--- src/hw/rtl/tlvp_pkg.sv ---
// ----------------------------------------------------------------------------
// tlvp_pkg
// Shared types and constants for the validating record parser.
// ----------------------------------------------------------------------------
package tlvp_pkg;

    // record limits
    localparam int MAX_RECORD_BYTES = 65536;
    localparam int MAX_FIELDS       = 64;
    localparam int KNOWN_SLOTS      = 8;
    localparam int BC_W             = $clog2(MAX_RECORD_BYTES + 2);

    // fixed record bytes
    localparam logic [7:0] SCHEMA_BYTE  = 8'd3;
    localparam logic [7:0] CRITICAL_BIT = 8'h01;

    // configuration register indexes
    localparam logic CFG_EXPECTED_KIND = 1'b0;
    localparam logic CFG_KNOWN_IDS     = 1'b1;

    // result kinds
    localparam logic KIND_VALUE  = 1'b0;
    localparam logic KIND_STATUS = 1'b1;

    // status codes
    localparam logic [3:0] ST_OK        = 4'd0;
    localparam logic [3:0] ST_SIZE      = 4'd1;
    localparam logic [3:0] ST_SCHEMA    = 4'd2;
    localparam logic [3:0] ST_COUNT     = 4'd3;
    localparam logic [3:0] ST_TRUNC_HDR = 4'd4;
    localparam logic [3:0] ST_FLAGS     = 4'd5;
    localparam logic [3:0] ST_TRUNC_VAL = 4'd6;
    localparam logic [3:0] ST_UNKNOWN   = 4'd7;
    localparam logic [3:0] ST_TRAILING  = 4'd8;

    // one result item
    typedef struct packed {
        logic       result_kind;
        logic [7:0] field_id;
        logic       critical;
        logic [7:0] value_byte;
        logic       field_end;
        logic [3:0] status;
        logic       last_of_run;
    } t_result;

endpackage

--- src/hw/rtl/tlv_record_validating_parser_core.sv ---
// ----------------------------------------------------------------------------
// tlv_record_validating_parser_core
// Streaming validating parser for typed, length-prefixed records.
// ----------------------------------------------------------------------------
// One record byte is taken per cycle whenever o_stall is low; each byte is
// parsed in the cycle it is accepted and its results (a value byte, and on
// the last byte a status item) go into a four-entry output queue, from
// which results leave at one item per cycle while i_stall is low. o_stall rises
// only while fewer than two queue entries are free. Value items are
// speculative until the record's status item; configuration writes must be
// made while no record is in progress.
module tlv_record_validating_parser_core (
    input  logic        i_clk,
    input  logic        i_rst_n,
    input  logic        i_cfg_we,
    input  logic        i_cfg_index,
    input  logic [63:0] i_cfg_data,
    input  logic        i_valid,
    output logic        o_stall,
    input  logic [7:0]  i_data_byte,
    input  logic        i_last_byte,
    output logic        o_valid,
    input  logic        i_stall,
    output logic        o_result_kind,
    output logic [7:0]  o_field_id,
    output logic        o_critical,
    output logic [7:0]  o_value_byte,
    output logic        o_field_end,
    output logic [3:0]  o_status,
    output logic        o_last_of_run
);
    import tlvp_pkg::*;

    logic       accept;
    logic       full2;
    t_result    res0;
    t_result    res1;
    t_result    out_res;
    logic [1:0] res_count;
    logic [1:0] push_count;

    assign o_stall    = full2;
    assign accept     = i_valid & ~full2;
    assign push_count = accept ? res_count : 2'd0;

    // byte parser
    tlvp_parse u_parse (
        .i_clk       (i_clk),
        .i_rst_n     (i_rst_n),
        .i_cfg_we    (i_cfg_we),
        .i_cfg_index (i_cfg_index),
        .i_cfg_data  (i_cfg_data),
        .i_accept    (accept),
        .i_data_byte (i_data_byte),
        .i_last_byte (i_last_byte),
        .o_res0      (res0),
        .o_res1      (res1),
        .o_res_count (res_count)
    );

    // result queue
    tlvp_outq u_outq (
        .i_clk        (i_clk),
        .i_rst_n      (i_rst_n),
        .i_res0       (res0),
        .i_res1       (res1),
        .i_push_count (push_count),
        .i_pop        (~i_stall),
        .o_full2      (full2),
        .o_valid      (o_valid),
        .o_res        (out_res)
    );

    assign o_result_kind = out_res.result_kind;
    assign o_field_id    = out_res.field_id;
    assign o_critical    = out_res.critical;
    assign o_value_byte  = out_res.value_byte;
    assign o_field_end   = out_res.field_end;
    assign o_status      = out_res.status;
    assign o_last_of_run = out_res.last_of_run;

endmodule

--- src/hw/rtl/tlvp_parse.sv ---
// ----------------------------------------------------------------------------
// tlvp_parse
// Per-byte record parser: phase state, counters and checks, producing up to
// two result items for each accepted byte.
// ----------------------------------------------------------------------------
module tlvp_parse (
    input  logic               i_clk,
    input  logic               i_rst_n,
    input  logic               i_cfg_we,
    input  logic               i_cfg_index,
    input  logic [63:0]        i_cfg_data,
    input  logic               i_accept,
    input  logic [7:0]         i_data_byte,
    input  logic               i_last_byte,
    output tlvp_pkg::t_result  o_res0,
    output tlvp_pkg::t_result  o_res1,
    output logic [1:0]         o_res_count
);
    import tlvp_pkg::*;

    typedef enum logic [3:0] {
        PH_SCHEMA, PH_KIND, PH_CNT_HI, PH_CNT_LO, PH_FLAGS, PH_ID,
        PH_LEN0, PH_LEN1, PH_LEN2, PH_LEN3, PH_VALUE, PH_DONE, PH_DRAIN
    } t_phase;

    localparam logic [BC_W-1:0] BC_MAX = BC_W'(MAX_RECORD_BYTES);

    // configuration registers
    logic [7:0]  r_expected_kind;
    logic [63:0] r_known_ids;

    // parser state
    t_phase          r_phase,          n_phase;
    logic [BC_W-1:0] r_byte_count,     n_byte_count;
    logic [15:0]     r_fields_left,    n_fields_left;
    logic [7:0]      r_previous_id,    n_previous_id;
    logic [7:0]      r_current_id,     n_current_id;
    logic            r_current_crit,   n_current_crit;
    logic [31:0]     r_length_or_left, n_length_or_left;
    logic [3:0]      r_first_error,    n_first_error;
    logic            r_pending_unk,    n_pending_unk;
    logic            r_header_bad,     n_header_bad;

    logic        id_known;
    logic [31:0] len_full;
    logic [15:0] fields_dec;
    logic [3:0]  fail_code;
    logic        do_finish;
    logic        finish_pending;
    logic [3:0]  rec_status;
    t_result     status_res;

    // known-id match across all slots
    always_comb begin
        id_known = 1'b0;
        for (int s = 0; s < KNOWN_SLOTS; s++) begin
            if (r_known_ids[8*s +: 8] != 8'd0 && r_known_ids[8*s +: 8] == r_current_id) begin
                id_known = 1'b1;
            end
        end
    end

    assign len_full   = {r_length_or_left[23:0], i_data_byte};
    assign fields_dec = r_fields_left - 16'd1;

    // next-state and result logic for one byte
    always_comb begin
        n_phase          = r_phase;
        n_fields_left    = r_fields_left;
        n_previous_id    = r_previous_id;
        n_current_id     = r_current_id;
        n_current_crit   = r_current_crit;
        n_length_or_left = r_length_or_left;
        n_first_error    = r_first_error;
        n_pending_unk    = r_pending_unk;
        n_header_bad     = r_header_bad;
        fail_code        = ST_OK;
        do_finish        = 1'b0;
        finish_pending   = r_pending_unk;
        o_res0           = '0;
        o_res1           = '0;
        o_res_count      = 2'd0;
        rec_status       = ST_OK;
        status_res       = '0;

        n_byte_count = (r_byte_count <= BC_MAX) ? r_byte_count + BC_W'(1) : r_byte_count;

        case (r_phase)
            PH_SCHEMA: begin
                if (i_data_byte != SCHEMA_BYTE) fail_code = ST_SCHEMA;
                else n_phase = PH_KIND;
            end
            PH_KIND: begin
                if (i_data_byte != r_expected_kind) fail_code = ST_SCHEMA;
                else n_phase = PH_CNT_HI;
            end
            PH_CNT_HI: begin
                n_fields_left = {i_data_byte, 8'd0};
                n_phase       = PH_CNT_LO;
            end
            PH_CNT_LO: begin
                n_fields_left = {r_fields_left[15:8], i_data_byte};
                if (n_fields_left > 16'(MAX_FIELDS)) fail_code = ST_COUNT;
                else n_phase = (n_fields_left != 16'd0) ? PH_FLAGS : PH_DONE;
            end
            PH_FLAGS: begin
                n_current_crit = |(i_data_byte & CRITICAL_BIT);
                n_header_bad   = |(i_data_byte & ~CRITICAL_BIT);
                n_phase        = PH_ID;
            end
            PH_ID: begin
                n_current_id = i_data_byte;
                if (i_data_byte == 8'd0 || i_data_byte <= r_previous_id) n_header_bad = 1'b1;
                n_phase = PH_LEN0;
            end
            PH_LEN0: begin
                n_length_or_left = {24'd0, i_data_byte};
                n_phase          = PH_LEN1;
            end
            PH_LEN1: begin
                n_length_or_left = len_full;
                n_phase          = PH_LEN2;
            end
            PH_LEN2: begin
                n_length_or_left = len_full;
                n_phase          = PH_LEN3;
            end
            PH_LEN3: begin
                n_length_or_left = len_full;
                if (r_header_bad) begin
                    fail_code = ST_FLAGS;
                end else begin
                    n_previous_id = r_current_id;
                    n_pending_unk = r_current_crit & ~id_known;
                    if (len_full == 32'd0) begin
                        do_finish      = 1'b1;
                        finish_pending = n_pending_unk;
                    end else begin
                        n_phase = PH_VALUE;
                    end
                end
            end
            PH_VALUE: begin
                o_res0.result_kind = KIND_VALUE;
                o_res0.field_id    = r_current_id;
                o_res0.critical    = r_current_crit;
                o_res0.value_byte  = i_data_byte;
                o_res0.field_end   = (r_length_or_left == 32'd1);
                o_res_count        = 2'd1;
                n_length_or_left   = r_length_or_left - 32'd1;
                if (r_length_or_left == 32'd1) do_finish = 1'b1;
            end
            PH_DONE: begin
                fail_code = ST_TRAILING;
            end
            default: begin
            end
        endcase

        // end of a field's value
        if (do_finish) begin
            if (finish_pending) begin
                fail_code = ST_UNKNOWN;
            end else begin
                n_fields_left = fields_dec;
                n_phase       = (fields_dec != 16'd0) ? PH_FLAGS : PH_DONE;
            end
        end

        // first stream error wins, then drain to the last byte
        if (fail_code != ST_OK) begin
            if (r_first_error == ST_OK) n_first_error = fail_code;
            n_phase = PH_DRAIN;
        end

        // record status on the last byte, size first
        if (n_byte_count < BC_W'(4) || n_byte_count > BC_MAX) rec_status = ST_SIZE;
        else if (n_first_error != ST_OK) rec_status = n_first_error;
        else if (n_phase == PH_DONE) rec_status = ST_OK;
        else if (n_phase == PH_VALUE) rec_status = ST_TRUNC_VAL;
        else rec_status = ST_TRUNC_HDR;

        status_res.result_kind = KIND_STATUS;
        status_res.status      = rec_status;
        status_res.last_of_run = 1'b1;

        if (i_last_byte) begin
            if (o_res_count == 2'd0) begin
                o_res0      = status_res;
                o_res_count = 2'd1;
            end else begin
                o_res1      = status_res;
                o_res_count = 2'd2;
            end
            n_phase          = PH_SCHEMA;
            n_byte_count     = '0;
            n_fields_left    = '0;
            n_previous_id    = '0;
            n_current_id     = '0;
            n_current_crit   = 1'b0;
            n_length_or_left = '0;
            n_first_error    = ST_OK;
            n_pending_unk    = 1'b0;
            n_header_bad     = 1'b0;
        end else if (o_res_count == 2'd1) begin
            o_res0.last_of_run = 1'b1;
        end
    end

    // state and configuration registers
    always_ff @(posedge i_clk) begin
        if (!i_rst_n) begin
            r_expected_kind  <= '0;
            r_known_ids      <= '0;
            r_phase          <= PH_SCHEMA;
            r_byte_count     <= '0;
            r_fields_left    <= '0;
            r_previous_id    <= '0;
            r_current_id     <= '0;
            r_current_crit   <= 1'b0;
            r_length_or_left <= '0;
            r_first_error    <= ST_OK;
            r_pending_unk    <= 1'b0;
            r_header_bad     <= 1'b0;
        end else begin
            if (i_cfg_we) begin
                case (i_cfg_index)
                    CFG_EXPECTED_KIND: r_expected_kind <= i_cfg_data[7:0];
                    CFG_KNOWN_IDS:     r_known_ids     <= i_cfg_data;
                    default: begin
                    end
                endcase
            end
            if (i_accept) begin
                r_phase          <= n_phase;
                r_byte_count     <= n_byte_count;
                r_fields_left    <= n_fields_left;
                r_previous_id    <= n_previous_id;
                r_current_id     <= n_current_id;
                r_current_crit   <= n_current_crit;
                r_length_or_left <= n_length_or_left;
                r_first_error    <= n_first_error;
                r_pending_unk    <= n_pending_unk;
                r_header_bad     <= n_header_bad;
            end
        end
    end

endmodule

--- src/hw/rtl/tlvp_outq.sv ---
// ----------------------------------------------------------------------------
// tlvp_outq
// Four-entry result queue: takes up to two items a cycle, gives one while i_pop is high.
// ----------------------------------------------------------------------------
module tlvp_outq (
    input  logic               i_clk,
    input  logic               i_rst_n,
    input  tlvp_pkg::t_result  i_res0,
    input  tlvp_pkg::t_result  i_res1,
    input  logic [1:0]         i_push_count,
    input  logic               i_pop,
    output logic               o_full2,
    output logic               o_valid,
    output tlvp_pkg::t_result  o_res
);
    import tlvp_pkg::*;

    t_result    r_mem [4];
    logic [1:0] r_wr_ptr;
    logic [1:0] r_rd_ptr;
    logic [2:0] r_count;
    logic       pop_ok;

    assign o_valid = (r_count != 3'd0);
    assign o_res   = r_mem[r_rd_ptr];
    assign pop_ok  = i_pop & o_valid;
    // room for two more items is needed before another byte is taken
    assign o_full2 = (r_count > 3'd2);

    // queue storage
    always_ff @(posedge i_clk) begin
        if (i_push_count != 2'd0) r_mem[r_wr_ptr] <= i_res0;
        if (i_push_count == 2'd2) r_mem[r_wr_ptr + 2'd1] <= i_res1;
    end

    // pointers and fill level
    always_ff @(posedge i_clk) begin
        if (!i_rst_n) begin
            r_wr_ptr <= '0;
            r_rd_ptr <= '0;
            r_count  <= '0;
        end else begin
            r_wr_ptr <= r_wr_ptr + i_push_count;
            r_rd_ptr <= r_rd_ptr + {1'b0, pop_ok};
            r_count  <= r_count + {1'b0, i_push_count} - {2'b0, pop_ok};
        end
    end

endmodule

--- config.mk ---
export PLATFORM = sky130hd
export DESIGN_NAME = tlv_record_validating_parser_core
export DESIGN_NICKNAME = d
export VERILOG_FILES = /design/src/hw/rtl/tlvp_pkg.sv /design/src/hw/rtl/tlv_record_validating_parser_core.sv /design/src/hw/rtl/tlvp_parse.sv /design/src/hw/rtl/tlvp_outq.sv
export SDC_FILE = /design/constraint.sdc
export NUM_CORES = 1
export LEC_CHECK = 0
export ABC_AREA = 1
export BUFFER_PORTS_ARGS = -buffer_cell sky130_fd_sc_hd__clkbuf_2
export CAP_MARGIN = 25
export CORE_ASPECT_RATIO = 1.5
export CORE_MARGIN = 2
export CORE_UTILIZATION = 50
export CTS_CLUSTER_SIZE = 28
export DETAILED_ROUTE_END_ITERATION = 10
export GPL_TIMING_DRIVEN = 0
export PLACE_DENSITY = 0.68
export REMOVE_ABC_BUFFERS = 1
export SLEW_MARGIN = 20
export SYNTH_ARGS = -nofsm -noshare
export SYNTH_HDL_FRONTEND = slang
export SYNTH_SLANG_ARGS = --single-unit
--- constraint.sdc ---
create_clock -name i_clk -period 3 [get_ports i_clk]
set_clock_uncertainty 0.2 [all_clocks]
set_input_delay 0.15 -clock i_clk [delete_from_list [all_inputs] [get_ports i_clk]]
set_output_delay 0.15 -clock i_clk [all_outputs]
set_load 0.01 [all_outputs]
## Yosys cells after proc, flatten, opt, wreduce, memory -nomap -nowiden

Memories as Yosys holds them, arrays and structs flattened. A register that Yosys moved wholly into a read port is not among the register bits.
Index checks and enable logic that the tools add are counted.

| word-level totals | value |
|---|---|
| ROM bits | 0 |
| input bits | 79 |
| memory bits (writable) | 96 |
| register bits after elaboration | 171 |
| memories kept | 1 |
| output and inout bits | 26 |
| latch bits | 0 |

| operators by class | value |
|---|---|
| equal/unequal tests | 28 |
| shift-type cells | 0 |
| bitwise logic cells | 7 |
| div/mod/pow operators | 0 |
| $lt $le $gt $ge | 6 |
| mux-type cells | 78 |
| reductions and logical operators | 43 |
| $mul | 0 |
| $add $sub $neg | 8 |

Memory list:

| memory | depth | width | rd ports | clocked after memory_dff | write ports | RTL line | RTL |
|---|---|---|---|---|---|---|---|
| u_outq.r_mem | 4 | 24 | 1 | 1 | 2 | tlvp_outq.sv:18 | `t_result r_mem [4];` |

Operators with widths:

| kind | count |
|---|---|
| one-hot mux 32 bit (3 select lines) | 1 |
| 2-to-1 mux 4 bit | 19 |
| 2-to-1 mux 24 bit | 3 |
| == test 8 bit | 8 |
| nonzero test 8 bit | 8 |
| 2-to-1 mux 16 bit | 3 |
| 2-to-1 mux 8 bit | 5 |
| one-hot mux 4 bit (10 select lines) | 1 |
| 2-to-1 mux 17 bit | 2 |
| == test 32 x 1 -> 1 bit, second input constant | 1 |
| zero test 32 bit | 1 |
| 2-to-1 mux 32 bit | 1 |
| one-hot mux 16 bit (2 select lines) | 1 |
| nonzero test 16 bit | 2 |
| subtractor 32 x 1 -> 32 bit, second input constant | 1 |
| 2-to-1 mux 1 bit | 28 |
| == test 4 bit, second input constant | 6 |
| 2-to-1 mux 23 bit | 1 |
| one-hot mux 4 bit (5 select lines) | 1 |
| 2-to-1 mux 18 bit | 1 |
| adder 17 x 1 -> 17 bit, second input constant | 1 |
| greater-than comparator 17 bit, second input constant | 1 |
| less-or-equal comparator 17 bit, second input constant | 1 |
| less-than comparator 17 x 3 -> 1 bit, second input constant | 1 |
| 35 further kinds | 72 |

## Depth between registers and ports, before layout

| depth | value |
|---|---|
| depth after elaboration | 26 |
| gate-level depth with buffers | 23 |
| gate-level depth less buffers | 22 |

## Cells and area by module

From an unflattened synthesis, not the netlist that was laid out.

| second synthesis, totals | value |
|---|---|
| cell total of the unflattened synthesis | 2,244 |
| area total of the unflattened synthesis | 15,872.7 um2 |

By module, submodules not included:

| module | seq. area each (um2) | cells each | times used | area each (um2) |
|---|---|---|---|---|
| tlvp_parse | 3,283.1 | 1,709 | 1 | 10,750.3 |
| tlvp_outq | 3,022.9 | 527 | 1 | 5,089.9 |
| tlv_record_validating_parser_core | 0.0 | 8 | 1 | 32.5 |

## Worst setup path after synthesis

No wires, ideal clock.

| timing | value |
|---|---|
| kind | flip-flop to flip-flop |
| start point | register u_parse.r_phase[2] |
| end point | memory u_outq.r_mem[1][13] (netlist bit) |
| arrival | 2.763 ns |
| period minus slack after synthesis | 3.096 ns |
| stages on the path, launching flop included | 16 |
| buffers on the path | 4 |
| setup slack | -0.096 ns |
| cell sequence | dfxtp_1 inv_1 nand2_1 nor2_2 inv_1 clkbuf_1 clkbuf_1 ha_1 nor2_1 nor2_1 inv_1 nand2_1 inv_1 clkbuf_1 clkbuf_1 a21oi_1 |

RTL lines:

| item | RTL line | RTL |
|---|---|---|
| start, declared | tlvp_parse.sv:33 | `t_phase r_phase, n_phase;` |
| start signal, assigned | tlvp_parse.sv:235 | `r_phase <= n_phase;` |
| end, declared | tlvp_outq.sv:18 |  |

==> flow_metrics.env <==
export IMPL_hp_class="in -> reg"
export IMPL_gp_congestion=0.931
export IMPL_drv_cap=0
export IMPL_io_buffers=104
export IMPL_synth_mux_area_fraction_pct=0.0675
export IMPL_grt_usage_pct=28.7
export IMPL_yosys_area_share_simple_pct=28.8
export IMPL_r2r_cells=14
export IMPL_io_pins=105
export IMPL_nets=2494
export IMPL_p_leak_nw=7.86
export IMPL_grt_pass1_wl_mm=72.4
export IMPL_start_util_pct=50.6
export IMPL_placed_area_sq_um=15500
export IMPL_grt_ovfl_total=0
export IMPL_diodes=0
export IMPL_peakVddDrop_mv=0.446
export IMPL_rsz0062_at_grt="yes"
export IMPL_grt_pass1_vias=14600
export IMPL_setup_viol_count_final=0
export IMPL_syn_area_per_cell_sq_um=6.73
export IMPL_fin_crit_ns=2.89
export IMPL_ant_nets=0
export IMPL_clk_latency_ns=0.57
export IMPL_dp_hpwl_mm=28.5
export IMPL_design_die_area_sq_um=31100
export IMPL_final_seq_area_sq_um=5640
export IMPL_startpoint="u_parse.r_phase[0]"
export IMPL_tightest_slew_ns=0.830
export IMPL_cts_buffers=27
export IMPL_die_width_microns=145
export IMPL_synth_xor_area_share_pct=4.96
export IMPL_synth_edf_count=24
export IMPL_multi_input_area_sq_um=8620
export IMPL_synth_cells=2202
export IMPL_reg2reg_slack_ns=0.11
export IMPL_synthFlopType="dfxtp_1"
export IMPL_path_clk_slew_ns=0.07
export IMPL_status="finished clean"
export IMPL_synth_top_family_by_area="simple AND/OR/NAND/NOR gates"
export IMPL_die_h_microns=215
export IMPL_layout_drive_gt1_share_pct=17.1
export IMPL_nFillCells=2668
export IMPL_holdWs_ns=0.0659
export IMPL_start_kind="flop"
export IMPL_tns_ns=0
export IMPL_worst_setup_path_end_kind="flop"
export IMPL_critical_path_class="reg -> reg"
export IMPL_areaGrowthSynthToFinish_pct=25.4
export IMPL_syn_area_sq_um=14800
export IMPL_vias=15500
export IMPL_worstPathMaxFanout=24
export IMPL_arrival_ns=3.14
export IMPL_grt_max_degree=90
export IMPL_antenna_found_initial=0
export IMPL_stdcell_area_sq_um=18600
export IMPL_yosysWarningCount=0
export IMPL_via_per_inst=5.53
export IMPL_ys_seq_area_share_pct=37.7
export IMPL_wl_per_cell_microns=16.4
export IMPL_cts_root_buffer="clkbuf_16"
export IMPL_power_per_cell_area_nw_per_um2=557
export IMPL_rows=77
export IMPL_synthDistinctLibCells=52
export IMPL_firstDrtPassIters=5
export IMPL_cts_tree="yes"
export IMPL_max_slew_margin_pct=44.2
export IMPL_core_region_area_sq_um=29300
export IMPL_r2r_start="u_parse.r_phase[0]"
export IMPL_cts_sinks=267
export IMPL_h_tree_depth=1
export IMPL_synthAdderAreaFrac_pct=1.99
export IMPL_clk_path_buf_depth=3
export IMPL_synth_compound_area_share_pct=18.2
export IMPL_drc_errors=0
export IMPL_finalHoldViolCount=0
export IMPL_reg2reg_to="u_outq.r_mem[2][15]"
export IMPL_dr_first_iter_drc_count=897
export IMPL_max_freq_mhz=346
export IMPL_crit_path_end="u_outq.r_mem[2][15]"
export IMPL_finalCritPeriodShare_pct=96.3
export IMPL_drv_slew=0
export IMPL_synthArstFlopShare_pct=0
export IMPL_required_ns=3.25
export IMPL_synth_seq_cells=267
export IMPL_wl_mm=46.1
power breakdown:
part	switching, mW	internal, mW	total [mW]
sequential	0.263	3.97	4.23
clock	1.52	2.09	3.61
combinational	1.56	0.942	2.50
total	3.34	7.01	10.3
Yosys cell counts (2+ instances only):
cell type    n  area [sq um]
a211oi_1     7          52.6
nor3_2       3          30.0
buf_1        2          7.51
and2_1       2          12.5
o22ai_1     35           219
or2_2       14          87.6
o21ai_2      2          17.5
nand2_2      3          18.8
edfxtp_1    24           721
nor3b_1      2          15.0
buf_6        3          33.8
o21ai_0    242          1210
nor3_1      24           120
xor2_1      44           385
o221ai_1     8          70.1
nor2_1     344          1290
o21ai_1      9          45.0
ha_1        22           275
nand3_1    113           566
nand2_1    455          1710
nand4_1     38           238
nor2_2       5          31.3
inv_1      187           702
buf_8        3          45.0
buf_2        8          40.0
buf_4        5          37.5
dfxtp_1    243          4860
o32ai_1      8          70.1
clkbuf_1    94           353
nor4_1      11          68.8
a21oi_1    164           821
o211ai_1    15           113
xnor2_1     40           350
a31oi_1      5          31.3
critical path: stages (launching register included):
cell,delay (ns)
dfxtp_1,0.37
inv_4,0.12
nand2_4,0.09
nor2_4,0.22
inv_6,0.11
buf_12,0.17
ha_4,0.31
nor2_4,0.06
nor2_2,0.19
inv_2,0.11
nand2_2,0.14
clkinvlp_4,0.21
buf_16,0.21
o21ai_0,0.16
a21oi_1,0.05
sequential cells by signal (all words and copies together), names as in the netlist:
register                  flops
u_outq.r_mem                 96
u_parse.r_known_ids          64
u_parse.r_length_or_left     32
u_parse.r_byte_count         17
u_parse.r_fields_left        16
u_parse.r_current_id          8
u_parse.r_expected_kind       8
u_parse.r_previous_id         8
u_parse.r_first_error         4
u_parse.r_phase               4
u_outq.r_count                3
u_outq.r_rd_ptr               2
u_outq.r_wr_ptr               2
u_parse.r_current_crit        1
u_parse.r_header_bad          1
u_parse.r_pending_unk         1
worst min path at each step:
| stage | from | end | slack [ns] | cells after the start |
|---|---|---|---|---|
| final | i_last_byte | u_parse.r_header_bad | 0.07 | 4 |
| after global routing | i_last_byte | u_parse.r_header_bad | 0.11 | 4 |
| after CTS | i_last_byte | u_parse.r_header_bad | 0.04 | 4 |
| after detailed placement | i_cfg_data[26] | u_parse.r_known_ids[26] | 0.21 | 3 |
| after global placement | i_cfg_data[42] | u_parse.r_known_ids[42] | 0.20 | 3 |
| after floorplan | i_rst_n | u_outq.r_count[0] | 0.04 | 2 |
per-stage QoR:
step,utilization [%],cells,power [mW],setup WS (ns)
detailed placement,53.0,2593,6.52,-1.38
global placement,52.3,2586,6.42,-4.90
floorplan,-,2087,5.71,-1.68
CTS,60.5,2755,10.3,0.00870
finish,63.5,2808,10.3,0.111
global route,63.5,2808,10.8,-0.0707
area by class of cell:
| cell class | count | share of cell area (%) |
|---|---|---|
| multi-input combinational | 1636 | 46.4 |
| inverter | 189 | 4.06 |
| timing repair inverter | 3 | 0.108 |
| tap | 395 | 2.66 |
| clock inverter | 20 | 1.32 |
| sequential | 267 | 30.3 |
| timing repair buffer | 268 | 11.4 |
| clock buffer | 30 | 3.70 |
what timing repair did:
item | CTS | global route
pin swaps | 11 | 17
hold buffers | 82 | 2
endpoints found under the hold margin | 89 | 2
gates cloned | 8 | 1
setup endpoints to repair | 229 | 99
buffers inserted | 22 | 52
resized for setup | 76 | 125
kinds of logic after synthesis:
kind of cell | count (synthesis)
buf+inv | 304
simple gates | 1022
compound gates | 501
flops | 267
fa+ha+maj | 23
xor+xnor | 84
mux | 1
layer usage:
layer  wire length [microns]  up-vias  GRT usage, %
li1                        -     7666             -
met1                   18000     7279          33.0
met2                   23800      456          52.4
met3                    2200      122          3.25
met4                    2040        0          12.7
met5                       0        -             0
placed cells by master, fill, tap and decap left out, types with 12 or more instances in the layout:
| cell | count |
|---|---|
| nand2_1 | 431 |
| nor2_1 | 309 |
| o21ai_0 | 232 |
| dfxtp_1 | 221 |
| inv_1 | 165 |
| a21oi_1 | 162 |
| nand3_1 | 101 |
| clkbuf_2 | 101 |
| dlygate4sd3_1 | 82 |
| buf_4 | 70 |
| xnor2_1 | 40 |
| nand4_1 | 38 |
| xor2_1 | 36 |
| o22ai_1 | 34 |
| clkbuf_16 | 28 |
| nor2_2 | 27 |
| edfxtp_1 | 24 |
| nor3_1 | 19 |
| ha_1 | 19 |
| nand2_2 | 16 |
| nor2_4 | 16 |
| o211ai_1 | 15 |
| o21ai_1 | 14 |
| or2_2 | 14 |
| nand2_4 | 12 |
| nand3_2 | 12 |
Power figures use the tool's default switching activity.
